## src/rtl/dvtm_pkg.sv

```systemverilog
// Shared types and constants of the distance-vector routing table.
package dvtm_pkg;

  localparam int NODES    = 128;
  localparam int ADDR_W   = 7;
  localparam int NEXT_W   = 8;
  localparam int COST_W   = 24;
  localparam int CMD_W    = 2;
  localparam int ENTRY_W  = NEXT_W + COST_W;

  localparam int IN_TDATA_W  = 64;
  localparam int OUT_TDATA_W = 40;
  localparam int OUT_USED_W  = ENTRY_W + 2;

  localparam logic [COST_W-1:0] COST_INF = '1;
  localparam logic [NEXT_W-1:0] NO_ROUTE = NEXT_W'(NODES);

  typedef enum logic [CMD_W-1:0] {
    CMD_WRITE     = 2'd0,
    CMD_ADVERTISE = 2'd1,
    CMD_READ      = 2'd2
  } cmd_t;

  typedef enum logic [1:0] {
    ST_IDLE,
    ST_HOP,
    ST_EXEC
  } state_t;

  typedef struct packed {
    cmd_t              command;
    logic [ADDR_W-1:0] dest;
    logic [COST_W-1:0] cost;
    logic [ADDR_W-1:0] sender;
    logic [COST_W-1:0] link_cost;
    logic              sender_direct;
    logic              last;
  } item_t;

  typedef struct packed {
    logic [NEXT_W-1:0] next;
    logic [COST_W-1:0] cost;
  } entry_t;

  typedef struct packed {
    entry_t entry;
    logic   wr_en;
    logic   self_hit;
    logic   changed;
    logic   round_unch;
    logic   round_nxt;
  } merge_res_t;

endpackage

```

## src/rtl/dvtm_ram.sv

```systemverilog
// Generic single-port-write, single-port-read RAM with registered read data.
module dvtm_ram #(
  parameter int WIDTH = 32,
  parameter int DEPTH = 128
) (
  input  logic                     clk,
  input  logic                     we,
  input  logic [$clog2(DEPTH)-1:0] waddr,
  input  logic [WIDTH-1:0]         wdata,
  input  logic                     re,
  input  logic [$clog2(DEPTH)-1:0] raddr,
  output logic [WIDTH-1:0]         rdata
);

  logic [WIDTH-1:0] mem [DEPTH];

  always_ff @(posedge clk) begin
    if (we) begin
      mem[waddr] <= wdata;
    end
    if (re) begin
      rdata <= mem[raddr];
    end
  end

endmodule

```

## src/rtl/dvtm_merge.sv

```systemverilog
// Bellman-Ford merge, write and read decision for one table entry.
module dvtm_merge (
  input  dvtm_pkg::item_t                item,
  input  dvtm_pkg::entry_t               cur,
  input  logic                           self_v,
  input  logic [dvtm_pkg::ADDR_W-1:0]    node_id,
  input  logic                           round_r,
  output dvtm_pkg::merge_res_t           res
);
  import dvtm_pkg::*;

  logic [COST_W:0]   sum;
  logic [COST_W-1:0] cand;
  logic              skip;

  always_comb begin
    sum  = {1'b0, item.cost} + {1'b0, item.link_cost};
    // saturate one below infinity
    cand = (sum >= {1'b0, COST_INF}) ? (COST_INF - COST_W'(1)) : sum[COST_W-1:0];
    skip = (item.dest == item.sender) || (item.dest == node_id) || (item.cost == COST_INF);

    res            = '0;
    res.entry      = cur;
    res.round_nxt  = round_r;

    case (item.command)
      CMD_WRITE: begin
        res.wr_en = 1'b1;
        if (item.cost == COST_INF) begin
          res.entry.next = NO_ROUTE;
          res.entry.cost = COST_INF;
        end else begin
          res.entry.next = {1'b0, item.dest};
          res.entry.cost = item.cost;
          res.self_hit   = 1'b1;
        end
      end
      CMD_ADVERTISE: begin
        if (!skip) begin
          if ((cur.cost == COST_INF) || (cand < cur.cost)) begin
            res.changed    = 1'b1;
            res.wr_en      = 1'b1;
            res.entry.next = {1'b0, item.sender};
            res.entry.cost = cand;
          end else if ((cand == cur.cost) && item.sender_direct) begin
            // tie: displace a hop whose own entry does not point at itself, or one above the sender
            if (!self_v) begin
              res.changed    = 1'b1;
              res.wr_en      = 1'b1;
              res.entry.next = {1'b0, item.sender};
            end else if (cur.next > {1'b0, item.sender}) begin
              res.wr_en      = 1'b1;
              res.entry.next = {1'b0, item.sender};
            end
          end
        end
        res.round_nxt = round_r | res.changed;
        if (item.last) begin
          res.round_unch = !res.round_nxt;
          res.round_nxt  = 1'b0;
        end
      end
      default: ;
    endcase
  end

endmodule

```

## src/rtl/distance_vector_table_merge_top.sv

```systemverilog
// Top level: routing table RAM, self-hop flag RAM, control FSM and result register.
// A request passes the dest read, the next hop flag read and the merge, whose result is
// registered; no new request is taken until then, and a result that is not taken holds
// the merge step.
// Reset (rst_n low, synchronous): all entries read as no route at infinite cost,
// round flag cleared, node_id 0, no result pending.
module distance_vector_table_merge_top (
  input  logic        clk,
  input  logic        rst_n,
  input  logic        cfg_valid,
  output logic        cfg_ready,
  input  logic [6:0]  cfg_data,      // node_id
  input  logic        in_tvalid,
  output logic        in_tready,
  // dest[6:0], cost[30:7], sender[37:31], link_cost[61:38], sender_direct[62], zero[63]
  input  logic [63:0] in_tdata,
  input  logic [1:0]  in_tuser,      // command[1:0]
  input  logic        in_tlast,
  output logic        out_tvalid,
  input  logic        out_tready,
  // entry_next[7:0], entry_cost[31:8], changed[32], round_unchanged[33], zero[39:34]
  output logic [39:0] out_tdata
);
  import dvtm_pkg::*;

  state_t                state_r, state_nxt;
  item_t                 item_r, in_item;
  logic [ADDR_W-1:0]     node_id_r;
  logic                  round_r;
  logic [NODES-1:0]      valid_r;
  logic                  out_valid_r;
  logic [OUT_USED_W-1:0] out_data_r;

  logic                  in_acc;
  logic                  go;
  logic                  hop_re;
  logic                  ram_re;
  logic [ENTRY_W-1:0]    ram_rdata;
  logic [ADDR_W-1:0]     hop_addr;
  logic                  hop_self;
  entry_t                cur;
  logic                  self_v;
  merge_res_t            mres;

  assign in_item.command       = cmd_t'(in_tuser);
  assign in_item.dest          = in_tdata[6:0];
  assign in_item.cost          = in_tdata[30:7];
  assign in_item.sender        = in_tdata[37:31];
  assign in_item.link_cost     = in_tdata[61:38];
  assign in_item.sender_direct = in_tdata[62];
  assign in_item.last          = in_tlast;

  assign cfg_ready = 1'b1;
  assign in_acc    = in_tvalid && in_tready;

  // next state
  always_comb begin
    state_nxt = state_r;
    case (state_r)
      ST_IDLE: if (in_acc) state_nxt = ST_HOP;
      ST_HOP:  state_nxt = ST_EXEC;
      ST_EXEC: if (go)     state_nxt = ST_IDLE;
      default: state_nxt = ST_IDLE;
    endcase
  end

  // FSM outputs
  always_comb begin
    in_tready = 1'b0;
    hop_re    = 1'b0;
    go        = 1'b0;
    case (state_r)
      ST_IDLE: in_tready = 1'b1;
      ST_HOP:  hop_re    = 1'b1;
      ST_EXEC: go        = !out_valid_r || out_tready;
      default: ;
    endcase
  end

  assign ram_re = in_acc;

  dvtm_ram #(
    .WIDTH (ENTRY_W),
    .DEPTH (NODES)
  ) u_ram (
    .clk   (clk),
    .we    (go && mres.wr_en),
    .waddr (item_r.dest),
    .wdata (mres.entry),
    .re    (ram_re),
    .raddr (in_item.dest),
    .rdata (ram_rdata)
  );

  // one bit per entry: its next hop is the entry itself
  dvtm_ram #(
    .WIDTH (1),
    .DEPTH (NODES)
  ) u_self_ram (
    .clk   (clk),
    .we    (go && mres.wr_en),
    .waddr (item_r.dest),
    .wdata (mres.self_hit),
    .re    (hop_re),
    .raddr (hop_addr),
    .rdata (hop_self)
  );

  // entries never written read as no route
  always_comb begin
    if (valid_r[item_r.dest]) begin
      cur = entry_t'(ram_rdata);
    end else begin
      cur.next = NO_ROUTE;
      cur.cost = COST_INF;
    end
  end

  assign hop_addr = cur.next[ADDR_W-1:0];
  assign self_v   = !cur.next[NEXT_W-1] && valid_r[hop_addr] && hop_self;

  dvtm_merge u_merge (
    .item    (item_r),
    .cur     (cur),
    .self_v  (self_v),
    .node_id (node_id_r),
    .round_r (round_r),
    .res     (mres)
  );

  always_ff @(posedge clk) begin
    if (!rst_n) begin
      state_r     <= ST_IDLE;
      node_id_r   <= '0;
      round_r     <= 1'b0;
      valid_r     <= '0;
      out_valid_r <= 1'b0;
    end else begin
      state_r <= state_nxt;
      if (cfg_valid && cfg_ready) begin
        node_id_r <= cfg_data;
      end
      if (go) begin
        round_r     <= mres.round_nxt;
        out_valid_r <= 1'b1;
        if (mres.wr_en) begin
          valid_r[item_r.dest] <= 1'b1;
        end
      end else if (out_tready) begin
        out_valid_r <= 1'b0;
      end
    end
  end

  always_ff @(posedge clk) begin
    if (in_acc) begin
      item_r <= in_item;
    end
    if (go) begin
      out_data_r <= {mres.round_unch, mres.changed, mres.entry.cost, mres.entry.next};
    end
  end

  assign out_tvalid = out_valid_r;
  assign out_tdata  = {{(OUT_TDATA_W - OUT_USED_W){1'b0}}, out_data_r};

  // an accepted request always moves on to the next hop lookup
  a_accept_hop: assert property (@(posedge clk) disable iff (!rst_n)
    in_acc |=> (state_r == ST_HOP))
    else $error("accepted request did not enter next hop lookup");

  // a changed entry always names the sender as next hop
  a_changed_hop: assert property (@(posedge clk) disable iff (!rst_n)
    (go && mres.changed) |-> (mres.entry.next == {1'b0, item_r.sender}))
    else $error("changed entry without sender as next hop");

  // a change in the round forbids reporting it unchanged
  a_flags_excl: assert property (@(posedge clk) disable iff (!rst_n)
    out_tvalid |-> !(out_tdata[32] && out_tdata[33]))
    else $error("changed and round_unchanged both set");

endmodule

```

## config.mk

```make
export PLATFORM = sky130hd
export DESIGN_NAME = distance_vector_table_merge_top
export DESIGN_NICKNAME = d
export VERILOG_FILES = /design/src/rtl/dvtm_pkg.sv /design/src/rtl/dvtm_ram.sv /design/src/rtl/dvtm_merge.sv /design/src/rtl/distance_vector_table_merge_top.sv
export SDC_FILE = /design/constraint.sdc
export NUM_CORES = 2
export LEC_CHECK = 0
export BUFFER_PORTS_ARGS = -buffer_cell sky130_fd_sc_hd__buf_2
export CELL_PAD_IN_SITES_DETAIL_PLACEMENT = 1
export CELL_PAD_IN_SITES_GLOBAL_PLACEMENT = 1
export CORE_UTILIZATION = 50
export CTS_CLUSTER_DIAMETER = 60
export DETAILED_ROUTE_END_ITERATION = 16
export MAX_ROUTING_LAYER = met4
export PLACE_DENSITY = 0.82
export RECOVER_POWER = 100
export SLEW_MARGIN = 20
export SYNTH_ARGS = -nofsm -noshare
export SYNTH_HDL_FRONTEND = slang
export SYNTH_HIERARCHICAL = 1
export SYNTH_MEMORY_MAX_BITS = 65536
export SYNTH_SLANG_ARGS = --single-unit
```

## constraint.sdc

```tcl
create_clock -name clk -period 10.7 [get_ports clk]
set_input_delay 2.14 -clock clk [delete_from_list [all_inputs] [get_ports clk]]
set_output_delay 2.14 -clock clk [all_outputs]
set_load 0.01 [all_outputs]
```

; Word-level counts from Yosys, hierarchy flattened
; Memories as Yosys holds them, arrays and structs flattened. A register that Yosys moved wholly into a read port is not among the register bits.
; Index checks and enable logic that the tools add are counted.
[totals]
reg_bits = 239
latch_bits = 0
ramBits = 4224
mem_bits_ro = 0
input_bits = 79
out_inout_bits = 43
n_memories = 2
[memory_table]
columns = memory, depth, width, rd, rd_ports_with_merged_regs, write_ports, line
row1 = u_ram.mem, 128, 32, 1, 1, 1, dvtm_ram.sv:15  ; logic [WIDTH-1:0] mem [DEPTH];
row2 = u_self_ram.mem, 128, 1, 1, 1, 1, dvtm_ram.sv:15
[classes]
addsub = 1
mul = 0
div = 0
magnitude_cmp = 6
n_eq_ne = 10
shifts = 0
mux = 38
bitwise_logic = 2
reduce_logical = 20
[op_table]
columns = op, n
row1 = 128-bit OR, 1
row2 = 33-bit one-hot mux with 2 select lines, 1
row3 = 32-bit two-way mux, 2
row4 = "24-bit == test, second input constant", 2
row5 = 24-bit two-way mux, 2
row6 = 33-bit two-way mux, 1
row7 = 8-bit two-way mux, 4
row8 = 24-bit by 24-bit adder with 25-bit output, 1
row9 = "25-bit by 24-bit greater-or-equal comparator with 1-bit output, second input constant", 1
row10 = 24-bit == test, 1
row11 = 24-bit < comparator, 1
row12 = 1-bit two-way mux, 22
row13 = "7-bit by 8-bit < comparator with 1-bit output, second input constant", 2
row14 = 1-bit binary-select mux with 7-bit select, 2
row15 = 7-bit == test, 2
row16 = 8-bit by 7-bit > comparator with 1-bit output, 1
row17 = 2-bit AND reduction, 4
row18 = 1-bit demux with 7-bit select, 1
row19 = "7-bit by 1-bit greater-or-equal comparator with 1-bit output, second input constant", 1
row20 = 1-bit logical AND, 6
row21 = 2-bit one-hot mux with 3 select lines, 1
row22 = "2-bit by 1-bit == test with 1-bit output, second input constant", 2
row23 = 2-bit zero test, 2
row24 = 1-bit logical OR, 4
row25 = other kinds (6), 10

; Longest topological paths before layout
[logic_depth]
ltp_word = 15
mapped_depth = 30
ltp_nobuf = 26

; By module
; Netlist, hierarchy kept.
[modules_own_cells]
columns = module, n_inst, cells_each, area_per_inst_um2
row1 = dvtm_ram (u_ram), 1, 5990, 156596.4
row2 = distance_vector_table_merge_top, 1, 962, 10613.9
row3 = dvtm_ram (u_self_ram), 1, 395, 5729.2
row4 = dvtm_merge, 1, 521, 3611.0

; Worst setup path before layout
; No wires, ideal clock.
[synth_timing]
path_type = register to register
startpoint = reg item_r[57] in the netlist's numbering
endpoint = reg out_data_r[8], data pin
setup_ps = 975
t_arrival_ps = 8167
path_slack_ps = 1558
path_stages_with_launch = 22
path_buffers = 5
synth_period_minus_slack_ps = 9142
path_cell_list = edfxtp_1 > buf_6 > buf_6 > mux2_1 > a22oi_1 > nor2_1 > a2111o_1 > nor3_4 > nand3_1 > clkbuf_1 > clkbuf_1 > nand2b_1 > inv_1 > ha_1 > nand4_1 > nor3_1 > o21ai_0 > o221a_2 > o21ai_1 > nor2_2 > buf_2 > a31oi_1
[synth_lines]
columns = item, line
row1 = start: declaration, distance_vector_table_merge_top.sv:27  ; item_t item_r, in_item;
row2 = start signal: assignment, distance_vector_table_merge_top.sv:157  ; item_r <= in_item;
row3 = end signal: assignment, distance_vector_table_merge_top.sv:160  ; out_data_r <= {mres.round_unch, mres.changed, mres.entry.cost, mres.entry.next};
row4 = end: declaration, distance_vector_table_merge_top.sv:32  ; logic [OUT_USED_W-1:0] out_data_r;

==> run metrics <==
outcome complete, but fails checks; failing checks capacitance limit, slew limit; layout cells sized above 1 approximately 29%; max-cap viol count 54; RSZ-0062 raised after global routing false; Netlist cell types 107; die area 0.355 mm2; Reg clk slew, reported paths 0.07 ns; CTS tree built; NumNets Final 8404; Worst Skew 0.0708 ns; Rel. slew slack -405%; Vias per Instance 7.13; clock root buffer master clkbuf_16; Pleak 60.7 nW; Iter 0 DRT Violations about 17000; post-route minimum period roughly 10 ns; FMAX 98.0 MHz; Int Pwr slightly below 0.03 W; power density over cell area between 150 and 200 mW/mm2; Hold Fails Final Rpt 0; vias in the first global route between 90000 and 100k; I/O Buffers 113; EDFF count, synth 4357; postcts setup bufs 0; final hold slack 0.499 ns; CP endpoint kind flip-flop; DIE HEIGHT between 500 and 600 um; Crit Path Category in2reg; initial antenna violation count 66; DRC 0; via count approximately 95000; cells after synthesis approximately 7900; Die Span X 596 um; syn_area_per_cell 22.4 um2; pin count of the biggest net entering global routing ~150; ANT nets after route 0; GP Congestion about 0.91; GRT overflow 0; mapped cell area 0.177 mm2; post-detailed-placement half-perimeter wirelength 282000 um; Post-synth ARST share 0%; area grow syn2layout 12.2%; fin util 56.6%; worst-path maximum fanout 84; clk_lat worst skew ~1.0 ns; Required @ worst endpoint between 10 and 15 ns; Gate power share 8.5%; Fillers 29500; Worst-Margin Slew 7.58 ns; row cnt 217; total number of yosys warnings 6; post-cts resize count 0; Placed Cells 12400; setup TNS 0 ns; Clk network pwr share roughly 40%; H-tree levels 5; worst hold path class reg2reg; Switching Share 24.5%; CTS Hold Bufs 0; Max clock buf depth 4; TritonRoute pass-1 iters 6; final setup fails 0; Final Slew Violations 2723; Sink Count about 4500; register bit total from synthesis around 4500; worst path arrival time around 11 ns; core area 0.350 mm2; TritonCTS buffer count 427; DRT Wirelength 576000 um; I/O pin count 122; global-route wire length before repair about 800000 um; initial core utilization 50.4%; WL/cell 43.4 um; Critical Path Start Type primary input; Final Instance Count excl. Fillers 13300; part of the Yosys area used for sequential elements between 70 and 80%; Final Cycle Share 95.3%; sequential power share 51.1%; NetSw 0.00964 W; worst vdd ir 0.000166 V; GRT Total Usage 32.9%; Most used DFF post-synth edfxtp_1
==> power by group through the flow <==
stage / registers, W / clock network [W] / logic [W]
global route: 0.0201 / 0.0164 / 0.00336
detailed placement: 0.0204 / 0 / 0.00312
global placement: 0.0204 / 0 / 0.00294
CTS: 0.0200 / 0.0159 / 0.00324
floorplan: 0.0206 / 0 / 0.00167
finish: 0.0201 / 0.0159 / 0.00333
==> cell usage after synthesis, drive strengths merged, types with 10 or more instances <==
| library cell | n | area, um2 |
|---|---|---|
| a22o | 10 | 87.6 |
| nand3 | 40 | 218 |
| nor2b | 46 | 295 |
| xnor2 | 19 | 166 |
| ha | 55 | 688 |
| dfxtp | 139 | 2780 |
| mux2i | 41 | 410 |
| a31oi | 12 | 90.1 |
| nand2 | 120 | 453 |
| and2 | 19 | 119 |
| o22ai | 45 | 350 |
| a22oi | 10 | 75.1 |
| a21oi | 73 | 380 |
| nor4 | 15 | 100 |
| inv | 62 | 233 |
| o21a | 135 | 1010 |
| a211oi | 11 | 110 |
| nor2 | 421 | 1590 |
| nand4 | 41 | 263 |
| a221oi | 36 | 315 |
| o21ai | 39 | 195 |
| edfxtp | 4357 | 131000 |
| clkbuf | 253 | 952 |
| buf | 182 | 947 |
| mux2 | 49 | 552 |
| nor3 | 33 | 193 |
| nand2b | 41 | 257 |
| a21o | 20 | 150 |
| mux4 | 1395 | 31400 |
==> layout make-up <==
type,count,area (um2),share of cell area (%)
sequential,4496,134000,67.4
antenna,53,133,0.0669
tap,4599,5750,2.90
multi-input combinational,2877,41400,20.9
clock buffer,512,11200,5.66
clock inverter,275,2820,1.42
timing repair buffer,402,3000,1.51
inverter,65,244,0.123
==> flip-flops by register name, summed over array words and instances, names as in the netlist <==
register,count
item_r,66
node_id_r,7
out_data_r,34
out_tvalid,1
round_r,1
state_r,2
u_ram/mem,4096
u_ram/rdata,32
u_self_ram/mem,128
u_self_ram/rdata,1
valid_r,128
==> layer usage <==
layer  track usage (%)  wire (um)  vias to the layer above
met5                 -          0                        -
li1                  -          -                    34300
met2              50.6     274000                     9023
met4              17.9      39000                        0
met3              8.19      77100                     1882
met1              40.5     187000                    49500
==> stage by stage <==
step | instance area, um2 | power, W | setup slack, ns
after floorplan | 177000 | 0.0222 | 1.56
after global placement | 185000 | 0.0234 | 1.96
after detailed placement | 185000 | 0.0235 | 1.86
after CTS | 199000 | 0.0392 | 1.64
after global routing | 198000 | 0.0398 | 0.474
final | 198000 | 0.0393 | 0.498
==> worst paths after layout <==
kind / endpoint / slack, ns / from / depth (start not counted)
setup / recovery: u_ram/rdata[18]$_DFFE_PP_ / 0.50 / in_tdata[4] / 5
hold reg to reg: valid_r[79]$_SDFFE_PN0P_ / 0.50 / valid_r[79]$_SDFFE_PN0P_ / 1
setup reg to reg: u_ram/mem[53][18]$_DFFE_PP_ / 0.68 / item_r[57]$_DFFE_PP_ / 25
hold / removal: valid_r[79]$_SDFFE_PN0P_ / 0.50 / valid_r[79]$_SDFFE_PN0P_ / 1
==> critical path, stage by stage <==
cell and delay, ns:
clkbuf_4 0.94, clkbuf_1 5.21, mux4_2 1.42, mux4_2 0.37, mux2_1 0.42
==> cells by family (layout without fill, tap and decap cells) <==
logic type,count (synthesis),in the layout,share of synthesized area (%)
buf+inv,500,1254,1.21
fa+ha+maj,56,56,0.401
mux,1485,1485,18.4
other cells,2,60,0.00425
xor+xnor,26,26,0.129
compound gates,480,480,2.04
simple gates,823,823,2.18
flops,4496,4496,75.7
==> cell usage in the layout, fill, tap and decap left out, types with 21 or more instances in the layout <==
| cell type | n |
|---|---|
| clkbuf_2 | 89 |
| clkbuf_16 | 434 |
| buf_4 | 104 |
| nor2_1 | 360 |
| clkinvlp_4 | 21 |
| nand3_1 | 38 |
| buf_12 | 44 |
| clkbuf_1 | 157 |
| nor2_4 | 51 |
| o21a_1 | 135 |
| a221oi_1 | 36 |
| dfxtp_1 | 139 |
| ha_1 | 55 |
| clkinv_2 | 88 |
| clkinv_1 | 89 |
| a21oi_1 | 53 |
| mux2_1 | 31 |
| nor2b_1 | 44 |
| o21ai_0 | 32 |
| mux2i_1 | 41 |
| nand4_1 | 40 |
| buf_2 | 60 |
| nand2_1 | 118 |
| o22ai_1 | 41 |
| edfxtp_1 | 4357 |
| diode_2 | 53 |
| nand2b_1 | 41 |
| mux4_2 | 1388 |
| nor3_1 | 26 |
| inv_1 | 61 |
| bufinv_16 | 51 |
No activity file was read; power rests on OpenSTA's default activity.
